==> src/hdl/sfb_pkg.sv <==
`timescale 1ns / 1ps
// ----------------------------------------------------------------------------
// sfb_pkg: shared types and constants of the scan frame builder
// Job record passed from the classifier to the byte serializer, frame
// constants and the point count limit.
// ----------------------------------------------------------------------------
package sfb_pkg;

    localparam int unsigned MAX_POINTS = 512;
    localparam int unsigned PTS_W      = 10;

    localparam logic CMD_HEADER = 1'b0;
    localparam logic CMD_POINT  = 1'b1;

    localparam logic [15:0] CRC_INIT  = 16'hFFFF;
    localparam logic [15:0] CRC_POLY  = 16'hA001;
    localparam logic [7:0]  SYNC_A    = 8'hAA;
    localparam logic [7:0]  SYNC_B    = 8'h55;
    localparam logic [7:0]  TYPE_SCAN = 8'h01;

    localparam int unsigned IN_DATA_W  = 104;
    localparam int unsigned PAYLOAD_W  = 72;
    localparam int unsigned QUEUE_DEPTH = 2;

    typedef enum logic {
        JOB_HEADER,
        JOB_POINT
    } job_kind_t;

    // header: [15:0] revolution, [31:16] saturated count
    // point:  [31:0] angle, [63:32] distance, [71:64] quality
    typedef struct packed {
        job_kind_t            kind;
        logic                 close;
        logic [PAYLOAD_W-1:0] payload;
    } job_t;

endpackage

==> src/hdl/sfb_front.sv <==
`timescale 1ns / 1ps
// ----------------------------------------------------------------------------
// sfb_front: request classifier
// Accepts header and point requests, keeps frame state, saturates the count,
// drops stray points and queues jobs for the serializer.
// ----------------------------------------------------------------------------
module sfb_front (
    input  logic                               aclk,
    input  logic                               aresetn,
    input  logic                               s_tvalid,
    output logic                               s_tready,
    input  logic [sfb_pkg::IN_DATA_W-1:0]      s_tdata,
    input  logic                               s_tuser,
    output logic                               push,
    output sfb_pkg::job_t                      push_job,
    input  logic                               q_full
);
    import sfb_pkg::*;

    logic [PTS_W-1:0] points_left_reg, points_left_next;
    logic             frame_open_reg, frame_open_next;
    logic [15:0]      count_in;
    logic [15:0]      count_sat;
    logic             accept;

    assign s_tready = !q_full;
    assign accept   = s_tvalid && s_tready;
    assign count_in = s_tdata[31:16];
    assign count_sat = (count_in > 16'(MAX_POINTS)) ? 16'(MAX_POINTS) : count_in;

    always_comb begin
        points_left_next = points_left_reg;
        frame_open_next  = frame_open_reg;
        push             = 1'b0;
        push_job.kind    = JOB_POINT;
        push_job.close   = 1'b0;
        push_job.payload = s_tdata[PAYLOAD_W+31:32];
        if (accept) begin
            if (s_tuser == CMD_HEADER) begin
                push             = 1'b1;
                push_job.kind    = JOB_HEADER;
                push_job.close   = (count_sat == 16'd0);
                push_job.payload = {40'd0, count_sat, s_tdata[15:0]};
                points_left_next = count_sat[PTS_W-1:0];
                frame_open_next  = (count_sat != 16'd0);
            end else if (frame_open_reg && points_left_reg != '0) begin
                push             = 1'b1;
                push_job.close   = (points_left_reg == PTS_W'(1));
                points_left_next = points_left_reg - PTS_W'(1);
                frame_open_next  = (points_left_reg != PTS_W'(1));
            end
        end
    end

    always_ff @(posedge aclk) begin
        if (!aresetn) begin
            points_left_reg <= '0;
            frame_open_reg  <= 1'b0;
        end else begin
            points_left_reg <= points_left_next;
            frame_open_reg  <= frame_open_next;
        end
    end

endmodule

==> src/hdl/sfb_queue.sv <==
`timescale 1ns / 1ps
// ----------------------------------------------------------------------------
// sfb_queue: job queue
// Small show-ahead FIFO between classifier and serializer.
// ----------------------------------------------------------------------------
module sfb_queue (
    input  logic          aclk,
    input  logic          aresetn,
    input  logic          push,
    input  sfb_pkg::job_t push_job,
    output logic          full,
    input  logic          pop,
    output sfb_pkg::job_t head_job,
    output logic          empty
);
    import sfb_pkg::*;

    localparam int unsigned PTR_W = $clog2(QUEUE_DEPTH);

    job_t             mem [QUEUE_DEPTH];
    logic [PTR_W-1:0] wr_ptr_reg, rd_ptr_reg;
    logic [PTR_W:0]   count_reg;
    logic             do_push, do_pop;

    assign full     = (count_reg == (PTR_W+1)'(QUEUE_DEPTH));
    assign empty    = (count_reg == '0);
    assign do_push  = push && !full;
    assign do_pop   = pop && !empty;
    assign head_job = mem[rd_ptr_reg];

    always_ff @(posedge aclk) begin
        if (do_push) begin
            mem[wr_ptr_reg] <= push_job;
        end
    end

    always_ff @(posedge aclk) begin
        if (!aresetn) begin
            wr_ptr_reg <= '0;
            rd_ptr_reg <= '0;
            count_reg  <= '0;
        end else begin
            if (do_push) begin
                wr_ptr_reg <= (wr_ptr_reg == PTR_W'(QUEUE_DEPTH-1)) ? '0
                                                                    : wr_ptr_reg + PTR_W'(1);
            end
            if (do_pop) begin
                rd_ptr_reg <= (rd_ptr_reg == PTR_W'(QUEUE_DEPTH-1)) ? '0
                                                                    : rd_ptr_reg + PTR_W'(1);
            end
            case ({do_push, do_pop})
                2'b10:   count_reg <= count_reg + (PTR_W+1)'(1);
                2'b01:   count_reg <= count_reg - (PTR_W+1)'(1);
                default: count_reg <= count_reg;
            endcase
        end
    end

endmodule

==> src/hdl/sfb_back.sv <==
`timescale 1ns / 1ps
// ----------------------------------------------------------------------------
// sfb_back: byte serializer
// Walks each job one byte per cycle while the receiver is ready, keeps the running CRC-16/MODBUS and
// holds the current byte in an output register.
// ----------------------------------------------------------------------------
module sfb_back (
    input  logic          aclk,
    input  logic          aresetn,
    output logic          pop,
    input  sfb_pkg::job_t head_job,
    input  logic          empty,
    output logic          m_tvalid,
    input  logic          m_tready,
    output logic [7:0]    m_tdata,
    output logic          m_tlast
);
    import sfb_pkg::*;

    localparam logic [3:0] HDR_LAST      = 4'd6;
    localparam logic [3:0] HDR_LAST_CRC  = 4'd8;
    localparam logic [3:0] PT_LAST       = 4'd8;
    localparam logic [3:0] PT_LAST_CRC   = 4'd10;

    function automatic logic [15:0] crc_byte(input logic [15:0] crc, input logic [7:0] b);
        logic [15:0] c;
        c = crc ^ {8'd0, b};
        for (int k = 0; k < 8; k++) begin
            c = c[0] ? ((c >> 1) ^ CRC_POLY) : (c >> 1);
        end
        return c;
    endfunction

    job_t        job_reg, job_next;
    logic        active_reg, active_next;
    logic [3:0]  idx_reg, idx_next;
    logic [15:0] crc_reg, crc_next;
    logic        out_valid_reg, out_valid_next;
    logic [7:0]  out_byte_reg, out_byte_next;
    logic        out_last_reg, out_last_next;

    logic        advance;
    logic [3:0]  last_idx;
    logic [7:0]  cur_byte;
    logic        cur_hashed;
    logic        cur_end;
    logic        job_done;

    assign advance = active_reg && (!out_valid_reg || m_tready);

    always_comb begin
        if (job_reg.kind == JOB_HEADER) begin
            last_idx = job_reg.close ? HDR_LAST_CRC : HDR_LAST;
        end else begin
            last_idx = job_reg.close ? PT_LAST_CRC : PT_LAST;
        end
    end

    always_comb begin
        cur_byte   = crc_reg[7:0];
        cur_hashed = 1'b0;
        cur_end    = 1'b0;
        if (job_reg.kind == JOB_HEADER) begin
            case (idx_reg)
                4'd0:    cur_byte = SYNC_A;
                4'd1:    cur_byte = SYNC_B;
                4'd2:    begin cur_byte = TYPE_SCAN;             cur_hashed = 1'b1; end
                4'd3:    begin cur_byte = job_reg.payload[7:0];   cur_hashed = 1'b1; end
                4'd4:    begin cur_byte = job_reg.payload[15:8];  cur_hashed = 1'b1; end
                4'd5:    begin cur_byte = job_reg.payload[23:16]; cur_hashed = 1'b1; end
                4'd6:    begin cur_byte = job_reg.payload[31:24]; cur_hashed = 1'b1; end
                4'd7:    cur_byte = crc_reg[7:0];
                default: begin cur_byte = crc_reg[15:8]; cur_end = 1'b1; end
            endcase
        end else begin
            case (idx_reg)
                4'd0:    begin cur_byte = job_reg.payload[7:0];   cur_hashed = 1'b1; end
                4'd1:    begin cur_byte = job_reg.payload[15:8];  cur_hashed = 1'b1; end
                4'd2:    begin cur_byte = job_reg.payload[23:16]; cur_hashed = 1'b1; end
                4'd3:    begin cur_byte = job_reg.payload[31:24]; cur_hashed = 1'b1; end
                4'd4:    begin cur_byte = job_reg.payload[39:32]; cur_hashed = 1'b1; end
                4'd5:    begin cur_byte = job_reg.payload[47:40]; cur_hashed = 1'b1; end
                4'd6:    begin cur_byte = job_reg.payload[55:48]; cur_hashed = 1'b1; end
                4'd7:    begin cur_byte = job_reg.payload[63:56]; cur_hashed = 1'b1; end
                4'd8:    begin cur_byte = job_reg.payload[71:64]; cur_hashed = 1'b1; end
                4'd9:    cur_byte = crc_reg[7:0];
                default: begin cur_byte = crc_reg[15:8]; cur_end = 1'b1; end
            endcase
        end
    end

    assign job_done = advance && (idx_reg == last_idx);
    // next job loads in the same cycle the current one finishes
    assign pop      = !empty && (!active_reg || job_done);

    always_comb begin
        job_next       = job_reg;
        active_next    = active_reg;
        idx_next       = idx_reg;
        crc_next       = crc_reg;
        out_valid_next = out_valid_reg && !m_tready;
        out_byte_next  = out_byte_reg;
        out_last_next  = out_last_reg;
        if (advance) begin
            out_valid_next = 1'b1;
            out_byte_next  = cur_byte;
            out_last_next  = cur_end;
            idx_next       = idx_reg + 4'd1;
            if (job_reg.kind == JOB_HEADER && idx_reg == 4'd0) begin
                crc_next = CRC_INIT;
            end else if (cur_hashed) begin
                crc_next = crc_byte(crc_reg, cur_byte);
            end else if (cur_end) begin
                crc_next = CRC_INIT;
            end
            if (job_done) begin
                active_next = 1'b0;
            end
        end
        if (pop) begin
            job_next    = head_job;
            active_next = 1'b1;
            idx_next    = 4'd0;
        end
    end

    always_ff @(posedge aclk) begin
        job_reg      <= job_next;
        idx_reg      <= idx_next;
        out_byte_reg <= out_byte_next;
        out_last_reg <= out_last_next;
    end

    always_ff @(posedge aclk) begin
        if (!aresetn) begin
            active_reg    <= 1'b0;
            crc_reg       <= CRC_INIT;
            out_valid_reg <= 1'b0;
        end else begin
            active_reg    <= active_next;
            crc_reg       <= crc_next;
            out_valid_reg <= out_valid_next;
        end
    end

    assign m_tvalid = out_valid_reg;
    assign m_tdata  = out_byte_reg;
    assign m_tlast  = out_last_reg;

endmodule

==> src/hdl/scan_frame_builder_crc16_top.sv <==
`timescale 1ns / 1ps
// ----------------------------------------------------------------------------
// scan_frame_builder_crc16_top: scan frame builder with CRC-16/MODBUS
// A request passes through the job queue and the serializer's job register before its first byte is on m_*.
// One output byte per cycle while m_tready is high; a point is 9 bytes (11 if last),
// a header 7 (9 with zero count), sent by the byte serializer.
// Requests queue in a 2-entry job FIFO, so intake runs ahead of the output.
// Reset: synchronous, active low; no frame open, CRC at 0xFFFF, queue empty.
// ----------------------------------------------------------------------------
module scan_frame_builder_crc16_top (
    input  logic                          aclk,
    input  logic                          aresetn,
    input  logic                          s_tvalid,
    output logic                          s_tready,
    // revolution[15:0], point_count[31:16], angle_bits[63:32],
    // distance_bits[95:64], quality[103:96]
    input  logic [sfb_pkg::IN_DATA_W-1:0] s_tdata,
    // cmd[0]
    input  logic                          s_tuser,
    output logic                          m_tvalid,
    input  logic                          m_tready,
    // frame_byte[7:0]
    output logic [7:0]                    m_tdata,
    output logic                          m_tlast
);
    import sfb_pkg::*;

    logic push, q_full, pop, q_empty;
    job_t push_job, head_job;

    sfb_front u_front (
        .aclk     (aclk),
        .aresetn  (aresetn),
        .s_tvalid (s_tvalid),
        .s_tready (s_tready),
        .s_tdata  (s_tdata),
        .s_tuser  (s_tuser),
        .push     (push),
        .push_job (push_job),
        .q_full   (q_full)
    );

    sfb_queue u_queue (
        .aclk     (aclk),
        .aresetn  (aresetn),
        .push     (push),
        .push_job (push_job),
        .full     (q_full),
        .pop      (pop),
        .head_job (head_job),
        .empty    (q_empty)
    );

    sfb_back u_back (
        .aclk     (aclk),
        .aresetn  (aresetn),
        .pop      (pop),
        .head_job (head_job),
        .empty    (q_empty),
        .m_tvalid (m_tvalid),
        .m_tready (m_tready),
        .m_tdata  (m_tdata),
        .m_tlast  (m_tlast)
    );

endmodule

==> config.mk <==
export PLATFORM = sky130hd
export DESIGN_NAME = scan_frame_builder_crc16_top
export DESIGN_NICKNAME = d
export VERILOG_FILES = /design/src/hdl/sfb_pkg.sv /design/src/hdl/sfb_front.sv /design/src/hdl/sfb_queue.sv /design/src/hdl/sfb_back.sv /design/src/hdl/scan_frame_builder_crc16_top.sv
export SDC_FILE = /design/constraint.sdc
export NUM_CORES = 1
export LEC_CHECK = 0
export BUFFER_PORTS_ARGS = -buffer_cell sky130_fd_sc_hd__buf_2
export CAP_MARGIN = 15
export CORE_MARGIN = 10
export CORE_UTILIZATION = 55
export DETAILED_ROUTE_END_ITERATION = 7
export PLACE_DENSITY = 0.74
export SLEW_MARGIN = 40
export SYNTH_ARGS = -nofsm -noshare
export SYNTH_HDL_FRONTEND = slang
export SYNTH_SLANG_ARGS = --single-unit
==> constraint.sdc <==
create_clock -name aclk -period 6.95 [get_ports aclk]
set_clock_uncertainty 0.05 [all_clocks]
set_input_delay 1.39 -clock aclk [delete_from_list [all_inputs] [get_ports aclk]]
set_output_delay 1.39 -clock aclk [all_outputs]
set_load 0.1 [all_outputs]
==> results by group <==
Final layout
  – Synthesis-to-finish area growth: 16.4%
  – Largest register FFs: 148
  – Ant diodes: 0
  – Fin nets: 1105
  – Final-layout fill cell count: 1571
  – Layout cell share with drive strength beyond 1: 0.288

Synth
  – Synth top cells by count: edfxtp_1, nand2_1, mux2_2
  – Synth cell types: 65
  – Multiplexer share of the synthesized area: 0.0738
  – Yosys warning total: 0
  – Biggest area consumer among synthesized cells: edfxtp_1
  – Ys flop type: edfxtp_1
  – XOR/XNOR share of the synthesized area: 0.0293
  – EDFF count, synth: 231
  – Sequential area share after synthesis: 0.655
  – Compound-Gate Fraction of Synth Area: 0.0977
  – Syn_nets: 991
  – Cells after Synth: 871
  – Synth top area share: 0.592
  – Adder-Cell Fraction of Synth Area: 0.0117
  – Top cells by area, synth: edfxtp_1, mux2_2, dfxtp_1, nand2_1, and2_1
  – FF+latch count, synth: 268
  – Post-Syn Area per Cell: 13.4 um^2
  – Largest family of logic cells by synthesized area: simple AND/OR/NAND/NOR gates
  – Count leader, synth: edfxtp_1
  – Asr flop ratio synth: 0
  – Post-Syn Area: 0.0117 mm^2
  – Simple-gate share of the synthesized area: 0.105

Critical path
  – Crit path launch type: register
  – CP max FO: 13
  – CP peak stage delay: 0.52 ns
  – Critical setup path kind: reg2reg
  – R2r worst-path depth: 12
  – Slowest cell on crit path: o22a_1
  – Reg-to-Reg Start: u_back.idx_reg[0]
  – Buf+Inv Stages, Crit Path: 1
  – Delay-heaviest family, CP: XOR/XNOR gates
  – Worst EP arrival: 4.17 ns
  – Endpoint class of the critical path: register
  – Required time worst endpoint: 7.28 ns
  – Cells along the critical path: inv_1 > ha_1 > nor4_4 > o22a_1 > a22oi_2 > o21ai_2 > xor2_1 > xnor2_1 > xor2_2 > xnor3_1 > o22ai_1 > nand2_1
  – R2r setup slk: 3.12 ns
  – Reg2reg end: u_back.crc_reg[0]

Drt
  – DRC Markers: 0
  – Via density: 5.77
  – Routed wire length: 26100 um
  – DRT iter0 DRCs: 724
  – Routed WL per cell: 20.4 um
  – 1st-pass router iterations: 8
  – Post-detailed-route count of antenna-violating nets: 0
  – DR vias: 7388

Floorplan
  – I/O pin cnt: 120
  – Die height: 166 um
  – Starting Density: 0.559
  – CORE AREA: 0.0210 mm^2
  – Die Wd: 166 um
  – Die area: 0.0275 mm^2
  – Site Rows: 53

Timing
  – Worst hold slack: 0.451 ns
  – Final Slew Violations: 0
  – Max-slew headroom: 0.512
  – Final setup fails: 0
  – Fin crit share: 0.551
  – Max Fclk: 261 MHz
  – TNS Setup: 0 ns
  – Final worst path period need: 3.83 ns
  – Endpoints failing hold: 0
  – Worst setup margin: 3.12 ns
  – Worst-Margin Slew: 0.731 ns
  – RSZ-0062 raised after global routing: no

Power and ir drop
  – Power per cell area: 453 mW/mm^2
  – Sw frac: 0.346
  – VDD IR max: 0.000251 V
  – Power share of the sequential group: 0.396
  – Clk pwr share: 0.254
  – Comb pwr share: 0.350
  – Switching Power: 2140 uW
  – Lkg Pwr: 0.00493 uW
  – Pint: 4040 uW

Clocking
  – Clk buf depth: 3
  – Post-CTS setup buffers: 0
  – Reg clk slew, reported paths: 0.06 ns
  – CTS root buffer: clkbuf_16
  – Htree depth: 1
  – Hold_buf cts: 0
  – CTS tree: built
  – Worst skew pair latency: 0.56 ns
  – Clock sinks: 268
  – Cts repair resizes: 0
  – CTS Buf Count: 28

Min path
  – HP Start: u_back.active_reg
  – Hold path endpoint: u_back.m_tvalid
  – HP Class: reg2reg
  – WHS Path Cells: 2

Global routing
  – First-pass GRT wire length: 41200 um
  – Grt ovf: 0
  – Total track usage: 0.182
  – Vias in the first global route: 7441
  – Initial antenna violation count: 0
  – Largest net degree at the start of global routing: 81

Placed design
  – RD Place Congestion: 0.939
  – Pre-CTS setup slack: 2.96 ns
  – Hpwl dp: 17800 um
  – Number of buffers added on ports: 119

Flow run
  – # Max-Cap Violations: 0

Outcome
  – Status: completed
[cell families after synthesis]
logic type | after synthesis
and+or+nand+nor | 258
xor gates and xnor gates | 32
DFF | 268
muxes | 77
buffers and inverters | 67
AOI/OAI and AO/OA | 158
adders and majority gates | 11
[area by class of cell]
class | instances | area [um^2] | share of cell area
Inverter | 17 | 66.3 | 0.00487
Clock inverter | 11 | 169 | 0.0124
Timing Repair Buffer | 134 | 787 | 0.0577
Multi-Input combinational cell | 536 | 3750 | 0.275
Tap cell | 275 | 344 | 0.0252
Sequential cell | 268 | 7680 | 0.563
Clock buffer | 40 | 836 | 0.0613
[worst max-delay path by stage]
stage	from	to	depth (start not counted)
CTS	u_back.idx_reg[0]	u_back.crc_reg[0]	12
detailed placement	m_tready	u_queue.count_reg[1]	9
global route	u_back.idx_reg[0]	u_back.crc_reg[0]	12
global placement	s_tuser	u_queue.mem[0][35]	4
floorplan	s_tuser	u_queue.mem[0][0]	4
finish	u_back.idx_reg[0]	u_back.crc_reg[0]	12
[worst min-delay path, stage by stage, from the launching register on]
cell	delay [ns]
dfxtp_1	0.33
inv_1	0.06
a21boi_0	0.06
[per-stage QoR]
step,power [uW],area [um^2],utilization,cells
6_report,6180,13600,0.650,1281
4_1_cts,6200,13600,0.650,1281
3_5_place_dp,4620,12600,0.602,1230
2_1_floorplan,4110,11700,-,871
5_1_grt,6490,13600,0.650,1281
3_3_place_gp,4540,12500,0.596,1224
[power groups by stage]
stage	Combinational (uW)	Sequential (uW)	Clock, uW
floorplan	1530	2580	0
global placement	2070	2470	0
detailed placement	2160	2470	0
CTS	2170	2440	1590
global route	2360	2480	1660
finish	2160	2450	1570
[per-layer routing]
layer	global-route usage	vias up	share of wire
met5	0	-	0
met4	0.0532	0	0.025
met3	0.0319	46	0.059
met2	0.290	253	0.48
met1	0.250	3616	0.44
li1	-	3473	-
[layout by cell type, fill, tap and decap left out, types with 5 or more instances in the layout]
master	count
edfxtp_1	231
nand2_1	122
buf_2	119
mux2_2	75
and2_1	49
nor2_1	35
dfxtp_1	35
a21oi_1	32
a22oi_1	29
clkbuf_16	28
o21ai_0	24
nand3_1	18
xnor2_1	15
inv_1	14
xor2_1	11
o22ai_1	10
a222oi_1	10
ha_1	10
clkbuf_8	9
o221a_2	8
buf_4	8
nor4_1	7
nand2b_1	6
a21boi_0	5
a31oi_1	5
a32oi_1	5
(Power assumes the default switching activity.)
